<file path="config.mk">
export PLATFORM = sky130hd
export DESIGN_NAME = triangle_scanline_span
export DESIGN_NICKNAME = d
export VERILOG_FILES = /design/src/tss_pkg.sv /design/src/tss_setup.sv /design/src/tss_div_stage.sv /design/src/tss_finish.sv /design/src/triangle_scanline_span.sv
export SDC_FILE = /design/constraint.sdc
export NUM_CORES = 1
export LEC_CHECK = 0
export ABC_CLOCK_PERIOD_IN_PS = 14270
export BUFFER_PORTS_ARGS = -buffer_cell sky130_fd_sc_hd__buf_2
export CORE_MARGIN = 4
export CORE_UTILIZATION = 45
export DETAILED_ROUTE_END_ITERATION = 16
export MAX_ROUTING_LAYER = met4
export SKIP_LAST_GASP = 1
export SYNTH_ARGS = -nofsm -noshare
export SYNTH_HDL_FRONTEND = slang
export SYNTH_HIERARCHICAL = 1
export SYNTH_SLANG_ARGS = --single-unit
</file>
<file path="constraint.sdc">
create_clock -name clock -period 14.27 [get_ports clock]
set_clock_uncertainty 0.05 [all_clocks]
set_input_delay 2.854 -clock clock [delete_from_list [all_inputs] [get_ports clock]]
set_output_delay 2.854 -clock clock [all_outputs]
set_load 0.05 [all_outputs]
</file>
<file path="src/tss_pkg.sv">
package tss_pkg;

   // Coordinate width; legal range 4 to 16.
   localparam int COORD_BITS = 8;
   localparam int COLOR_BITS = 32;
   localparam int PROD_BITS = 2 * COORD_BITS;
   // Restoring divider: two quotient bits per pipeline stage.
   localparam int DIV_STEPS = 2;
   localparam int DIV_STAGES = (COORD_BITS + DIV_STEPS - 1) / DIV_STEPS;
   localparam int DIV_BITS = DIV_STAGES * DIV_STEPS;

   typedef logic [COORD_BITS-1:0] coord_type;
   typedef logic [COLOR_BITS-1:0] color_type;

   typedef struct packed {
      coord_type x;
      coord_type y;
   } vertex_type;

   typedef struct packed {
      vertex_type a;
      vertex_type b;
      vertex_type c;
      coord_type  row;
      color_type  color;
   } req_type;

   typedef struct packed {
      vertex_type top;
      vertex_type mid;
      vertex_type bot;
      coord_type  row;
      color_type  color;
   } sort_type;

   // One edge after setup: intercept = base +/- (dxmag * t) / dy.
   typedef struct packed {
      coord_type base;
      logic      neg;
      coord_type dxmag;
      coord_type t;
      coord_type dy;
   } edge_type;

   typedef struct packed {
      edge_type  long_e;
      edge_type  short_e;
      logic      in_tri;
      coord_type row;
      color_type color;
   } setup_type;

   typedef struct packed {
      coord_type           base;
      logic                neg;
      coord_type           dvs;
      coord_type           rem;
      logic [DIV_BITS-1:0] dvd;
      logic [DIV_BITS-1:0] quo;
   } div_edge_type;

   typedef struct packed {
      div_edge_type long_e;
      div_edge_type short_e;
      logic         in_tri;
      coord_type    row;
      color_type    color;
   } div_type;

   typedef struct packed {
      coord_type x1;
      coord_type x2;
      logic      in_tri;
      coord_type row;
      color_type color;
   } span_type;

endpackage

</file>
<file path="src/tss_setup.sv">
module tss_setup (
   input  logic              clock,
   input  logic              reset,
   input  logic              in_valid,
   output logic              in_ready,
   input  tss_pkg::req_type  in_data,
   output logic              out_valid,
   input  logic              out_ready,
   output tss_pkg::div_type  out_data
);
   import tss_pkg::*;

   function automatic edge_type make_edge(vertex_type p, vertex_type q, coord_type row);
      edge_type e;
      e.base  = p.x;
      e.neg   = (q.x < p.x);
      e.dxmag = e.neg ? coord_type'(p.x - q.x) : coord_type'(q.x - p.x);
      e.t     = coord_type'(row - p.y);
      e.dy    = coord_type'(q.y - p.y);
      return e;
   endfunction

   function automatic div_edge_type start_div(edge_type e);
      div_edge_type d;
      logic [PROD_BITS-1:0] num;
      num   = PROD_BITS'(e.dxmag) * PROD_BITS'(e.t);
      d.base = e.base;
      d.neg  = e.neg;
      d.dvs  = e.dy;
      d.rem  = COORD_BITS'(num >> DIV_BITS);
      d.dvd  = DIV_BITS'(num);
      d.quo  = '0;
      return d;
   endfunction

   // Stage 1: sort by y
   logic      sort_valid_ff, sort_valid_in, sort_ready;
   sort_type  sort_ff, sort_in;
   // Stage 2: half select and edge setup
   logic      sel_valid_ff, sel_valid_in, sel_ready;
   setup_type sel_ff, sel_in;
   // Stage 3: numerator product
   logic      mul_valid_ff, mul_valid_in, mul_ready;
   div_type   mul_ff, mul_in;

   vertex_type va, vb, vc, vt;
   logic       upper, lower;

   assign mul_ready  = !mul_valid_ff || out_ready;
   assign sel_ready  = !sel_valid_ff || mul_ready;
   assign sort_ready = !sort_valid_ff || sel_ready;
   assign in_ready   = sort_ready;

   always_comb begin
      va = in_data.a;
      vb = in_data.b;
      vc = in_data.c;
      vt = in_data.a;
      if (va.y > vc.y) begin
         vt = va; va = vc; vc = vt;
      end
      if (va.y > vb.y) begin
         vt = va; va = vb; vb = vt;
      end
      if (vb.y > vc.y) begin
         vt = vb; vb = vc; vc = vt;
      end
      sort_in.top   = va;
      sort_in.mid   = vb;
      sort_in.bot   = vc;
      sort_in.row   = in_data.row;
      sort_in.color = in_data.color;
   end

   always_comb begin
      upper = (sort_ff.top.y != sort_ff.mid.y) && (sort_ff.row >= sort_ff.top.y)
              && (sort_ff.row <= sort_ff.mid.y);
      lower = !upper && (sort_ff.mid.y != sort_ff.bot.y) && (sort_ff.row >= sort_ff.mid.y)
              && (sort_ff.row <= sort_ff.bot.y);
      sel_in.long_e  = make_edge(sort_ff.top, sort_ff.bot, sort_ff.row);
      sel_in.short_e = upper ? make_edge(sort_ff.top, sort_ff.mid, sort_ff.row)
                             : make_edge(sort_ff.mid, sort_ff.bot, sort_ff.row);
      sel_in.in_tri  = upper || lower;
      sel_in.row     = sort_ff.row;
      sel_in.color   = sort_ff.color;
   end

   always_comb begin
      mul_in.long_e  = start_div(sel_ff.long_e);
      mul_in.short_e = start_div(sel_ff.short_e);
      mul_in.in_tri  = sel_ff.in_tri;
      mul_in.row     = sel_ff.row;
      mul_in.color   = sel_ff.color;
   end

   assign sort_valid_in = sort_ready ? in_valid : sort_valid_ff;
   assign sel_valid_in  = sel_ready ? sort_valid_ff : sel_valid_ff;
   assign mul_valid_in  = mul_ready ? sel_valid_ff : mul_valid_ff;

   always_ff @(posedge clock) begin
      if (reset) begin
         sort_valid_ff <= 1'b0;
         sel_valid_ff  <= 1'b0;
         mul_valid_ff  <= 1'b0;
      end else begin
         sort_valid_ff <= sort_valid_in;
         sel_valid_ff  <= sel_valid_in;
         mul_valid_ff  <= mul_valid_in;
      end
   end

   always_ff @(posedge clock) begin
      if (sort_ready && in_valid) sort_ff <= sort_in;
      if (sel_ready && sort_valid_ff) sel_ff <= sel_in;
      if (mul_ready && sel_valid_ff) mul_ff <= mul_in;
   end

   assign out_valid = mul_valid_ff;
   assign out_data  = mul_ff;

endmodule

</file>
<file path="src/tss_div_stage.sv">
module tss_div_stage (
   input  logic              clock,
   input  logic              reset,
   input  logic              in_valid,
   output logic              in_ready,
   input  tss_pkg::div_type  in_data,
   output logic              out_valid,
   input  logic              out_ready,
   output tss_pkg::div_type  out_data
);
   import tss_pkg::*;

   // One restoring step: shift in the next dividend bit, subtract if it fits.
   function automatic div_edge_type div_step(div_edge_type e);
      div_edge_type r;
      logic [COORD_BITS:0] trial;
      r     = e;
      trial = {e.rem, e.dvd[DIV_BITS-1]};
      if (trial >= {1'b0, e.dvs}) begin
         r.rem = COORD_BITS'(trial - {1'b0, e.dvs});
         r.quo = {e.quo[DIV_BITS-2:0], 1'b1};
      end else begin
         r.rem = COORD_BITS'(trial);
         r.quo = {e.quo[DIV_BITS-2:0], 1'b0};
      end
      r.dvd = e.dvd << 1;
      return r;
   endfunction

   logic    valid_ff, valid_in;
   div_type data_ff, data_in;

   always_comb begin
      data_in = in_data;
      for (int j = 0; j < DIV_STEPS; j++) begin
         data_in.long_e  = div_step(data_in.long_e);
         data_in.short_e = div_step(data_in.short_e);
      end
   end

   assign in_ready = !valid_ff || out_ready;
   assign valid_in = in_ready ? in_valid : valid_ff;

   always_ff @(posedge clock) begin
      if (reset) begin
         valid_ff <= 1'b0;
      end else begin
         valid_ff <= valid_in;
      end
   end

   always_ff @(posedge clock) begin
      if (in_ready && in_valid) data_ff <= data_in;
   end

   assign out_valid = valid_ff;
   assign out_data  = data_ff;

endmodule

</file>
<file path="src/tss_finish.sv">
module tss_finish (
   input  logic                 clock,
   input  logic                 reset,
   input  logic                 in_valid,
   output logic                 in_ready,
   input  tss_pkg::div_type     in_data,
   output logic                 rsp_valid,
   input  logic                 rsp_ready,
   output tss_pkg::coord_type   rsp_span_row,
   output tss_pkg::coord_type   rsp_span_start,
   output tss_pkg::coord_type   rsp_span_end,
   output tss_pkg::color_type   rsp_span_color,
   output logic                 rsp_covered
);
   import tss_pkg::*;

   function automatic coord_type intercept(div_edge_type e);
      coord_type q;
      q = coord_type'(e.quo);
      return e.neg ? coord_type'(e.base - q) : coord_type'(e.base + q);
   endfunction

   logic      x_valid_ff, x_valid_in, x_ready;
   span_type  x_ff, x_in;
   logic      o_valid_ff, o_valid_in, o_ready;
   coord_type row_ff, start_ff, end_ff;
   coord_type start_in, end_in;
   color_type color_ff;
   logic      covered_ff, covered_in;

   always_comb begin
      x_in.x1     = intercept(in_data.long_e);
      x_in.x2     = intercept(in_data.short_e);
      x_in.in_tri = in_data.in_tri;
      x_in.row    = in_data.row;
      x_in.color  = in_data.color;
   end

   always_comb begin
      covered_in = x_ff.in_tri && (x_ff.x1 != x_ff.x2);
      if (!covered_in) begin
         start_in = '0;
         end_in   = '0;
      end else if (x_ff.x1 < x_ff.x2) begin
         start_in = x_ff.x1;
         end_in   = x_ff.x2;
      end else begin
         start_in = x_ff.x2;
         end_in   = x_ff.x1;
      end
   end

   assign o_ready    = !o_valid_ff || rsp_ready;
   assign x_ready    = !x_valid_ff || o_ready;
   assign in_ready   = x_ready;
   assign x_valid_in = x_ready ? in_valid : x_valid_ff;
   assign o_valid_in = o_ready ? x_valid_ff : o_valid_ff;

   always_ff @(posedge clock) begin
      if (reset) begin
         x_valid_ff <= 1'b0;
         o_valid_ff <= 1'b0;
      end else begin
         x_valid_ff <= x_valid_in;
         o_valid_ff <= o_valid_in;
      end
   end

   always_ff @(posedge clock) begin
      if (x_ready && in_valid) x_ff <= x_in;
      if (o_ready && x_valid_ff) begin
         row_ff     <= x_ff.row;
         color_ff   <= x_ff.color;
         start_ff   <= start_in;
         end_ff     <= end_in;
         covered_ff <= covered_in;
      end
   end

   assign rsp_valid      = o_valid_ff;
   assign rsp_span_row   = row_ff;
   assign rsp_span_start = start_ff;
   assign rsp_span_end   = end_ff;
   assign rsp_span_color = color_ff;
   assign rsp_covered    = covered_ff;

endmodule

</file>
<file path="src/triangle_scanline_span.sv">
// Channel   Direction  Handshake              Payload
// req_      in         req_valid / req_ready  three vertices, query row, fill color
// rsp_      out        rsp_valid / rsp_ready  span row, start, end, color, covered
//
// Takes one request per clock while rsp_ready is high; each request gives one
// response through the setup, restoring-divider (two quotient bits per stage) and
// finish stages. Synchronous active-high reset clears every stage valid bit; data
// regs keep no reset. Every stage has its own valid bit and loads whenever it is
// empty or its successor moves, so bubbles collapse and a stall at rsp_ready backs
// up stage by stage without loss or repeat.
module triangle_scanline_span (
   input  logic                clock,
   input  logic                reset,
   input  logic                req_valid,
   output logic                req_ready,
   input  tss_pkg::coord_type  req_vertex_a_x,
   input  tss_pkg::coord_type  req_vertex_a_y,
   input  tss_pkg::coord_type  req_vertex_b_x,
   input  tss_pkg::coord_type  req_vertex_b_y,
   input  tss_pkg::coord_type  req_vertex_c_x,
   input  tss_pkg::coord_type  req_vertex_c_y,
   input  tss_pkg::coord_type  req_query_row,
   input  tss_pkg::color_type  req_fill_color,
   output logic                rsp_valid,
   input  logic                rsp_ready,
   output tss_pkg::coord_type  rsp_span_row,
   output tss_pkg::coord_type  rsp_span_start,
   output tss_pkg::coord_type  rsp_span_end,
   output tss_pkg::color_type  rsp_span_color,
   output logic                rsp_covered
);
   import tss_pkg::*;

   req_type req_data;

   // Divider chain: index 0 is the setup output, DIV_STAGES the last quotient.
   div_type chain_data  [DIV_STAGES+1];
   logic    chain_valid [DIV_STAGES+1];
   logic    chain_ready [DIV_STAGES+1];

   // Pack the request fields for the setup pipeline
   assign req_data.a.x  = req_vertex_a_x;
   assign req_data.a.y  = req_vertex_a_y;
   assign req_data.b.x  = req_vertex_b_x;
   assign req_data.b.y  = req_vertex_b_y;
   assign req_data.c.x  = req_vertex_c_x;
   assign req_data.c.y  = req_vertex_c_y;
   assign req_data.row  = req_query_row;
   assign req_data.color = req_fill_color;

   // Sort vertices by y, pick the half and edges, form the edge numerators
   tss_setup u_setup (
      .clock     (clock),
      .reset     (reset),
      .in_valid  (req_valid),
      .in_ready  (req_ready),
      .in_data   (req_data),
      .out_valid (chain_valid[0]),
      .out_ready (chain_ready[0]),
      .out_data  (chain_data[0])
   );

   // Divide both edge numerators by their dy, truncating toward zero on
   // magnitudes; the sign is applied afterwards.
   for (genvar i = 0; i < DIV_STAGES; i++) begin : g_div
      tss_div_stage u_div (
         .clock     (clock),
         .reset     (reset),
         .in_valid  (chain_valid[i]),
         .in_ready  (chain_ready[i]),
         .in_data   (chain_data[i]),
         .out_valid (chain_valid[i+1]),
         .out_ready (chain_ready[i+1]),
         .out_data  (chain_data[i+1])
      );
   end

   // Apply the sign, order the intercepts and hold the response register
   tss_finish u_finish (
      .clock          (clock),
      .reset          (reset),
      .in_valid       (chain_valid[DIV_STAGES]),
      .in_ready       (chain_ready[DIV_STAGES]),
      .in_data        (chain_data[DIV_STAGES]),
      .rsp_valid      (rsp_valid),
      .rsp_ready      (rsp_ready),
      .rsp_span_row   (rsp_span_row),
      .rsp_span_start (rsp_span_start),
      .rsp_span_end   (rsp_span_end),
      .rsp_span_color (rsp_span_color),
      .rsp_covered    (rsp_covered)
   );

endmodule

</file>
# Word-level counts from Yosys, hierarchy flattened
# Cells that the tools add are included.
[classes]
n_addsub = 29
n_mux = 44
multipliers = 2
magnitude_cmp = 27
eq_ne = 3
n_reduce_logical = 35
div_mod_pow = 0
n_shift = 0
n_bitwise = 0
[op_table]
columns = ["operator", "n"]
rows = [
  ["$sub 8x8->8", 27],
  ["$mux 8", 21],
  ["$ge 9x8->1", 16],
  ["$mux 16", 6],
  ["$mux 33", 1],
  ["$lt 8x8->1", 4],
  ["$mul 8x8->16", 2],
  ["$gt 8x8->1", 3],
  ["$ne 8x8->1", 3],
  ["$add 8x8->8", 2],
  ["$ge 8x8->1", 2],
  ["$le 8x8->1", 2],
  ["$mux 1", 16],
  ["$logic_and 1x1->1", 15],
  ["$logic_not 1->1", 10],
  ["$logic_or 1x1->1", 10],
]
[totals]
register_bits = 821
latchBits = 0
n_memories = 0
out_inout_bits = 59
ramBits = 0
word_cells = 247
rom_bits = 0
in_bits = 92

# Depth between registers and ports, before layout
# Gate-level depths: netlist (run 1).
[depth]
ltp_word = 11
ltp_mapped = 28
depth_no_buf = 23

# By module
# The synthesis (run 1) kept the hierarchy.
[by_module_without_submodules]
columns = ["mod", "instances", "seq_area_each_um2", "cells_each", "area_each_um2"]
rows = [
  ["tss_setup", 1, 9128.8, 1617, 18974.4],
  ["tss_div_stage (g_div[0].u_div ...)", 3, 3593.4, 371, 5410.2],
  ["tss_div_stage (g_div[2].u_div)", 1, 3593.4, 363, 5396.4],
  ["tss_finish", 1, 3463.3, 304, 4800.9],
]

# Least setup slack after synthesis (run 1)
# Ideal clock, no wire load.
[synth_timing]
kind = "input to register"
startpoint = "input port rsp_ready"
endpoint = "register u_setup.sel_ff (netlist bit u_setup/mul_in[0]) (enable)"
cell_stages = 8
arrival_ps = 11313
setup_ps = 736
required_ps = 13484
n_path_buf = 0
path_slack_ps = 2171
cell_sequence = "nor2b_1 > nand2_1 > nand2b_1 > nand2b_1 > nand2b_1 > nand2b_1 > nor2b_1 > a21boi_0"
[synth_lines]
columns = ["item", "line_no", "rtl"]
rows = [
  ["start: declaration", "triangle_scanline_span.sv:25", "input logic rsp_ready,"],
  ["end signal: assignment", "tss_setup.sv:114", "if (sel_ready && sort_valid_ff) sel_ff <= sel_in;"],
  ["end: declaration", "tss_setup.sv:41", "setup_type sel_ff, sel_in;"],
]

==> reports/qor.yml, run 1 <==
status: "complete, no violations"
crit_fanout: 66
placedCellCount: 4598
fmax_mhz: 107
numCtsBuffers: 85
crit_chain: "buf_2 -> inv_1 -> ha_1 -> a21o_1 -> a21oi_1 -> o2111a_1 -> or2_2 -> nor2_1 -> a21oi_1 -> inv_1 -> ha_1 -> and3_1 -> a221o_1 -> o211ai_4 -> buf_4 -> o21ai_0 -> ha_1 -> a21oi_1 -> o21ai_1 -> mux2_2 -> o31a_1 -> mux2i_2 -> o22ai_1 -> a31oi_1"
vdd_drop_max_mv: 0.235
clkSinkCount: 821
drtIter0Drc: 1415
global_route.usage.met2_pct: 25.8
syn_to_final_growth_pct: 11.7
cts_root_buf: "clkbuf_16"
cts_tree: "built"
cts_repair_resize_count: 0
grt_max_degree: 78
num_rows: 112
finalCritPeriodShare_pct: 65.2
portBuffers: 150
fin_crit_ns: 9.30
htree_levels: 3
slowest_delay_ns: 0.87
met1_usage_pct: 22.7
finalNonFillerCells: 4752
finalHoldViolations: 0
syn_nets: 3754
syn_inst: 3225
wirelength_um: 78900
postCtsHoldBufs: 0
startpoint_type: "primary input"
drive_above_1_share_pct: 11.3
viasPerCell: 5.07
drc: 0
place_congestion: 0.900
netlist_area_mm2: 0.0423
tightest_slew_ns: 0.981
final_cell_area_mm2: 0.0473
postRouteAntennaNets: 0
syn_avg_cell_area_um2: 13.1
fin_nets: 3960
path_clk_slew_ns: 0.06
final_common_cell: "edfxtp_1"
maxCapViolCount: 0
pin_count: 151
start_util_pct: 45.3
die_area_mm2: 0.0990
die_w_um: 315
core_area_mm2: 0.0933
grt_pass1_wl_um: 128000
power_density_mw_per_mm2: 212
rsz0062_at_grt: "false"
maxSlewHeadroom_pct: 33.3
slew_viol_final: 0
synth-warning-count: 6
hold_class: "reg2reg"
cts_setup_buffers: 0
final_cell_mix: "edfxtp_1 (812), inv_1 (347), ha_1 (338), nand2_1 (194), nor2_1 (194)"
avgRoutedWirePerCell_um: 16.6
critical_path_class: "in2reg"
finalSetupTns_ns: 0
die_y_um: 315
busiest_layer: "met2"
first_global_vias: 24229
dp_hpwl_um: 58500
arrival_ns: 9.74
required_ns: 14.70
use_met3_pct: 2.25
drt_pass1_iterations: 4
p_leak_nw: 18.6
cp-end-kind: "register"
grtUsageTotal_pct: 16.5
dpl_cell_area_mm2: 0.0445
antenna_found_initial: 2
grt-ovfl-total: 0
setup_ws_ns: 4.97
clkLatencyLatePin_ns: 0.64
place_ws_ns: 4.35
cts_buffer_depth: 3
critPathSlowestCell: "mux2i_2"
setup-violations-final: 0
timing.hold.ws_ns: 0.347
dr_total_vias: 24084
-- where the power goes --
group	leakage [nW]	switching, mW	internal, mW
sequential	7.55	0.169	3.09
clock	1.31	0.911	1.24
combinational	9.70	2.55	2.03
total	18.6	3.63	6.36
-- worst paths after layout --
path / from / to / slack (ns) / cells after the start
max: req_vertex_c_y[6] / u_setup/sort_ff[47] / 4.97 / 24
min reg2reg: u_setup/mul_in[8] / u_setup/out_data[8] / 0.35 / 0
min: u_setup/mul_in[8] / u_setup/out_data[8] / 0.35 / 0
max reg2reg: u_setup/sel_ff[51] / u_setup/out_data[64] / 9.16 / 14
-- through the flow --
stage / power [mW] / utilization (%)
after floorplan: 6.94 / -
after global placement: 7.85 / 47.7
after detailed placement: 7.89 / 47.7
after CTS: 10.1 / 50.6
after global routing: 10.9 / 50.6
final: 9.99 / 50.6
-- critical path: cells and delay by family --
kind	cells	cell delay [ns]
AO/OA/AOI/OAI	12	3.05
AND/OR/NAND/NOR	3	0.92
adder cells (fa/ha/maj)	3	0.93
buffers and inverters	4	0.80
multiplexers	2	1.16
-- state kept, by name, summed over array words and instances, names as in the netlist, 4 cells and up --
signal,count
g_div.u_div/out_data,396
u_setup/sel_ff,32
u_finish/x_ff,57
g_div.u_div/out_valid,4
u_setup/sort_ff,40
u_setup/sel_in,48
u_finish/rsp_span_color,32
u_finish/rsp_span_end,8
u_finish/rsp_span_start,8
u_setup/out_data,107
u_setup/mul_in,75
u_finish/rsp_span_row,8
-- area by class of cell --
cell class	instances	area [um^2]
timing repair buffer	164	856
antenna	2	5.00
multi-input combinational	2012	16200
clock inverter	47	504
inverter	347	1300
clock buffer	105	2220
tap	1254	1570
sequential	821	24600
fill	8108	46100
-- per-layer routing --
layer	vias up	wire (um)
li1	12101	-
met1	11469	37600
met2	400	36200
met3	114	2910
met4	0	2140
met5	-	0
Power figures use the tool's default switching activity.
==> inputs of run 2 (changes only) <==
--- a/config.mk
+++ b/config.mk
@@ -5,7 +5,7 @@
 export SDC_FILE = /design/constraint.sdc
 export NUM_CORES = 1
 export LEC_CHECK = 0
-export ABC_CLOCK_PERIOD_IN_PS = 14270
+export ABC_CLOCK_PERIOD_IN_PS = 7880
 export BUFFER_PORTS_ARGS = -buffer_cell sky130_fd_sc_hd__buf_2
 export CORE_MARGIN = 4
 export CORE_UTILIZATION = 45
==> constraint.sdc (replaced) <==
create_clock -name clock -period 7.88 [get_ports clock]
set_clock_uncertainty 0.05 [all_clocks]
set_input_delay 1.576 -clock clock [delete_from_list [all_inputs] [get_ports clock]]
set_output_delay 1.576 -clock clock [all_outputs]
set_load 0.05 [all_outputs]
==> reports/qor.yml, run 2 (synthesized netlist as in run 1, its figures left out) <==
cts_tree: "built"
worstHoldStart: "u_setup/out_data[50]"
finalCritPeriodShare_pct: 89.6
syn_to_final_growth_pct: 12.2
numCtsBuffers: 84  # -1.2%
fin_crit_ns: 7.06
r2r_setup_slack_ns: 2.74  # -6.42 ns
switching_share_pct: 36.3  # about the same
required_ns: 8.33  # -6.37 ns
grtUsageTotal_pct: 16.9  # +0.35 points
multi_input_area_mm2: 0.0162  # unchanged
antenna_found_initial: 4  # +2
cts_setup_buffers: 0  # unchanged
startpoint_type: "primary input"
grt-ovfl-total: 0  # unchanged
cp-end-kind: "register"
finalSetupTns_ns: 0  # unchanged
cts_repair_resize_count: 0  # unchanged
nFillCells: 8130  # +0.27%
timing.rr.end: "u_setup/out_data[64]"
path_clk_slew_ns: 0.06  # about the same
num_rows: 112  # unchanged
clkPwrFrac_pct: 22.3  # +0.7 points
maxSlewHeadroom_pct: 34.7  # +1.4 points
clkSinkCount: 821  # unchanged
r2r-start: "u_setup/sel_ff[60]"
die_w_um: 315  # unchanged
pin_count: 151  # unchanged
rsz0062_at_grt: "false"
avgRoutedWirePerCell_um: 16.9  # +1.7%
combPwrFrac_pct: 45.7  # -0.2 points
cts_root_buf: "clkbuf_16"
start_util_pct: 45.3  # unchanged
tightest_slew_ns: 0.975  # -0.00533 ns
drive_above_1_share_pct: 11.8  # +0.48 points
maxCapViolCount: 0  # unchanged
die_area_mm2: 0.0990  # unchanged
drc: 0  # unchanged
grt_max_degree: 62  # -21%
slew_viol_final: 0  # unchanged
htree_levels: 3  # unchanged
setup-violations-final: 0  # unchanged
final_cell_mix: "edfxtp_1 (812), inv_1 (347), ha_1 (338), nand2_1 (194), nor2_1 (194)"
wirelength_um: 80400  # +2.0%
die_y_um: 315  # unchanged
hold_end: "g_div[0].u_div/out_data[52]"
core_area_mm2: 0.0933  # unchanged
first_global_vias: 24085  # -0.59%
grt_pass1_wl_um: 130000  # +1.5%
power_density_mw_per_mm2: 387  # +83%
arrival_ns: 7.51  # -2.23 ns
postRouteAntennaNets: 0  # unchanged
cts_buffer_depth: 3  # unchanged
largest_reg_flops: 396  # unchanged
postCtsHoldBufs: 0  # unchanged
drtIter0Drc: 1456  # +2.9%
place_congestion: 0.880  # -2.2%
critical_path_class: "in2reg"
portBuffers: 150  # unchanged
pwr-share-seq_pct: 32.1  # -0.5 points
vdd_drop_max_mv: 0.468  # +99%
viasPerCell: 5.08  # +0.31%
ff_latch_area_mm2: 0.0246  # unchanged
p_int_mw: 11.7  # +84%
finalHoldViolations: 0  # unchanged
p_leak_nw: 18.7  # +0.56%
hold_class: "reg2reg"
netSwitchingPower_mw: 6.68  # +84%
reg2reg_depth: 14  # unchanged
final_common_cell: "edfxtp_1"
hold_depth: 0  # unchanged
timing.hold.ws_ns: 0.352  # +0.00467 ns
clkLatencyLatePin_ns: 0.66  # +0.02 ns
fin_nets: 3966  # +0.15%
drt_pass1_iterations: 6  # +2
crit_fanout: 19  # -71%
fmax_mhz: 142
dp_hpwl_um: 59800  # +2.4%
status: "complete, no violations"
dr_total_vias: 24215  # +0.54%
## run 2: routing by layer
| layer | vias up | wire length, um | track usage (%) |
|---|---|---|---|
| met5 | - | 0 | - |
| met4 | 0 | 1600 | 4.49 |
| met3 | 103 | 2960 | 2.19 |
| met2 | 384 | 37400 | 26.5 |
| met1 | 11614 | 38500 | 23.4 |
| li1 | 12114 | - | - |
## run 2: worst max path at each step
stage                           start             endpoint  slack [ns]  depth (start not counted)
floorplan                   rsp_ready  u_setup/out_data[0]        0.22                          8
global placement    req_vertex_c_y[6]  u_setup/sort_ff[42]        0.33                         24
detailed placement  req_vertex_c_y[6]  u_setup/sort_ff[41]        0.20                         23
CTS                 req_vertex_c_y[6]  u_setup/sort_ff[41]        0.90                         23
global route        req_vertex_c_y[6]  u_setup/sort_ff[41]        0.38                         23
finish              req_vertex_c_y[6]  u_setup/sort_ff[47]        0.82                         23
## run 2: worst max-delay path, stage by stage
cell and delay [ns]:
buf_2 0.13, inv_1 0.07, ha_1 0.31, a21o_1 0.16, a21oi_1 0.26, o2111a_1 0.31, or2_2 0.40, nor2_1 0.07
a21oi_1 0.30, inv_1 0.08, ha_1 0.30, and3_1 0.21, a221o_1 0.41, o211ai_4 0.28, o21ai_0 0.16, ha_1 0.32
a21oi_1 0.07, o21ai_1 0.32, mux2_2 0.27, o31a_1 0.30, mux2i_2 0.77, o22ai_1 0.24, a31oi_1 0.19
## run 2: power by group through the flow
stage | Combinational [mW] | Clock [mW] | Sequential (mW)
floorplan | 6.74 | 0 | 5.83
global placement | 8.32 | 0 | 5.98
detailed placement | 8.42 | 0 | 5.98
CTS | 8.49 | 4.22 | 5.89
global route | 9.60 | 4.42 | 5.93
finish | 8.39 | 4.10 | 5.89
## run 2: cell type report
cell class,count,area share [%]
diodes,3,0.0158
clock buffers,93,4.50
clock inverters,62,1.63
inverters,347,2.74
multi-input cells,2012,34.2
flip-flops and latches,821,51.7
well taps,1254,3.30
repair buffers,171,1.91
## run 2: stage by stage
step                      setup slack [ns]  area (um^2)  util, %  total power [mW]  std cells
after floorplan                      0.222        42300        -              12.6       3225
after global placement               0.332        44600     47.8              14.3       4605
after detailed placement             0.199        44600     47.8              14.4       4605
after CTS                            0.898        47500     50.9              18.6       4760
after global routing                 0.379        47500     50.9              19.9       4763
final                                0.823        47500     50.9              18.4       4763
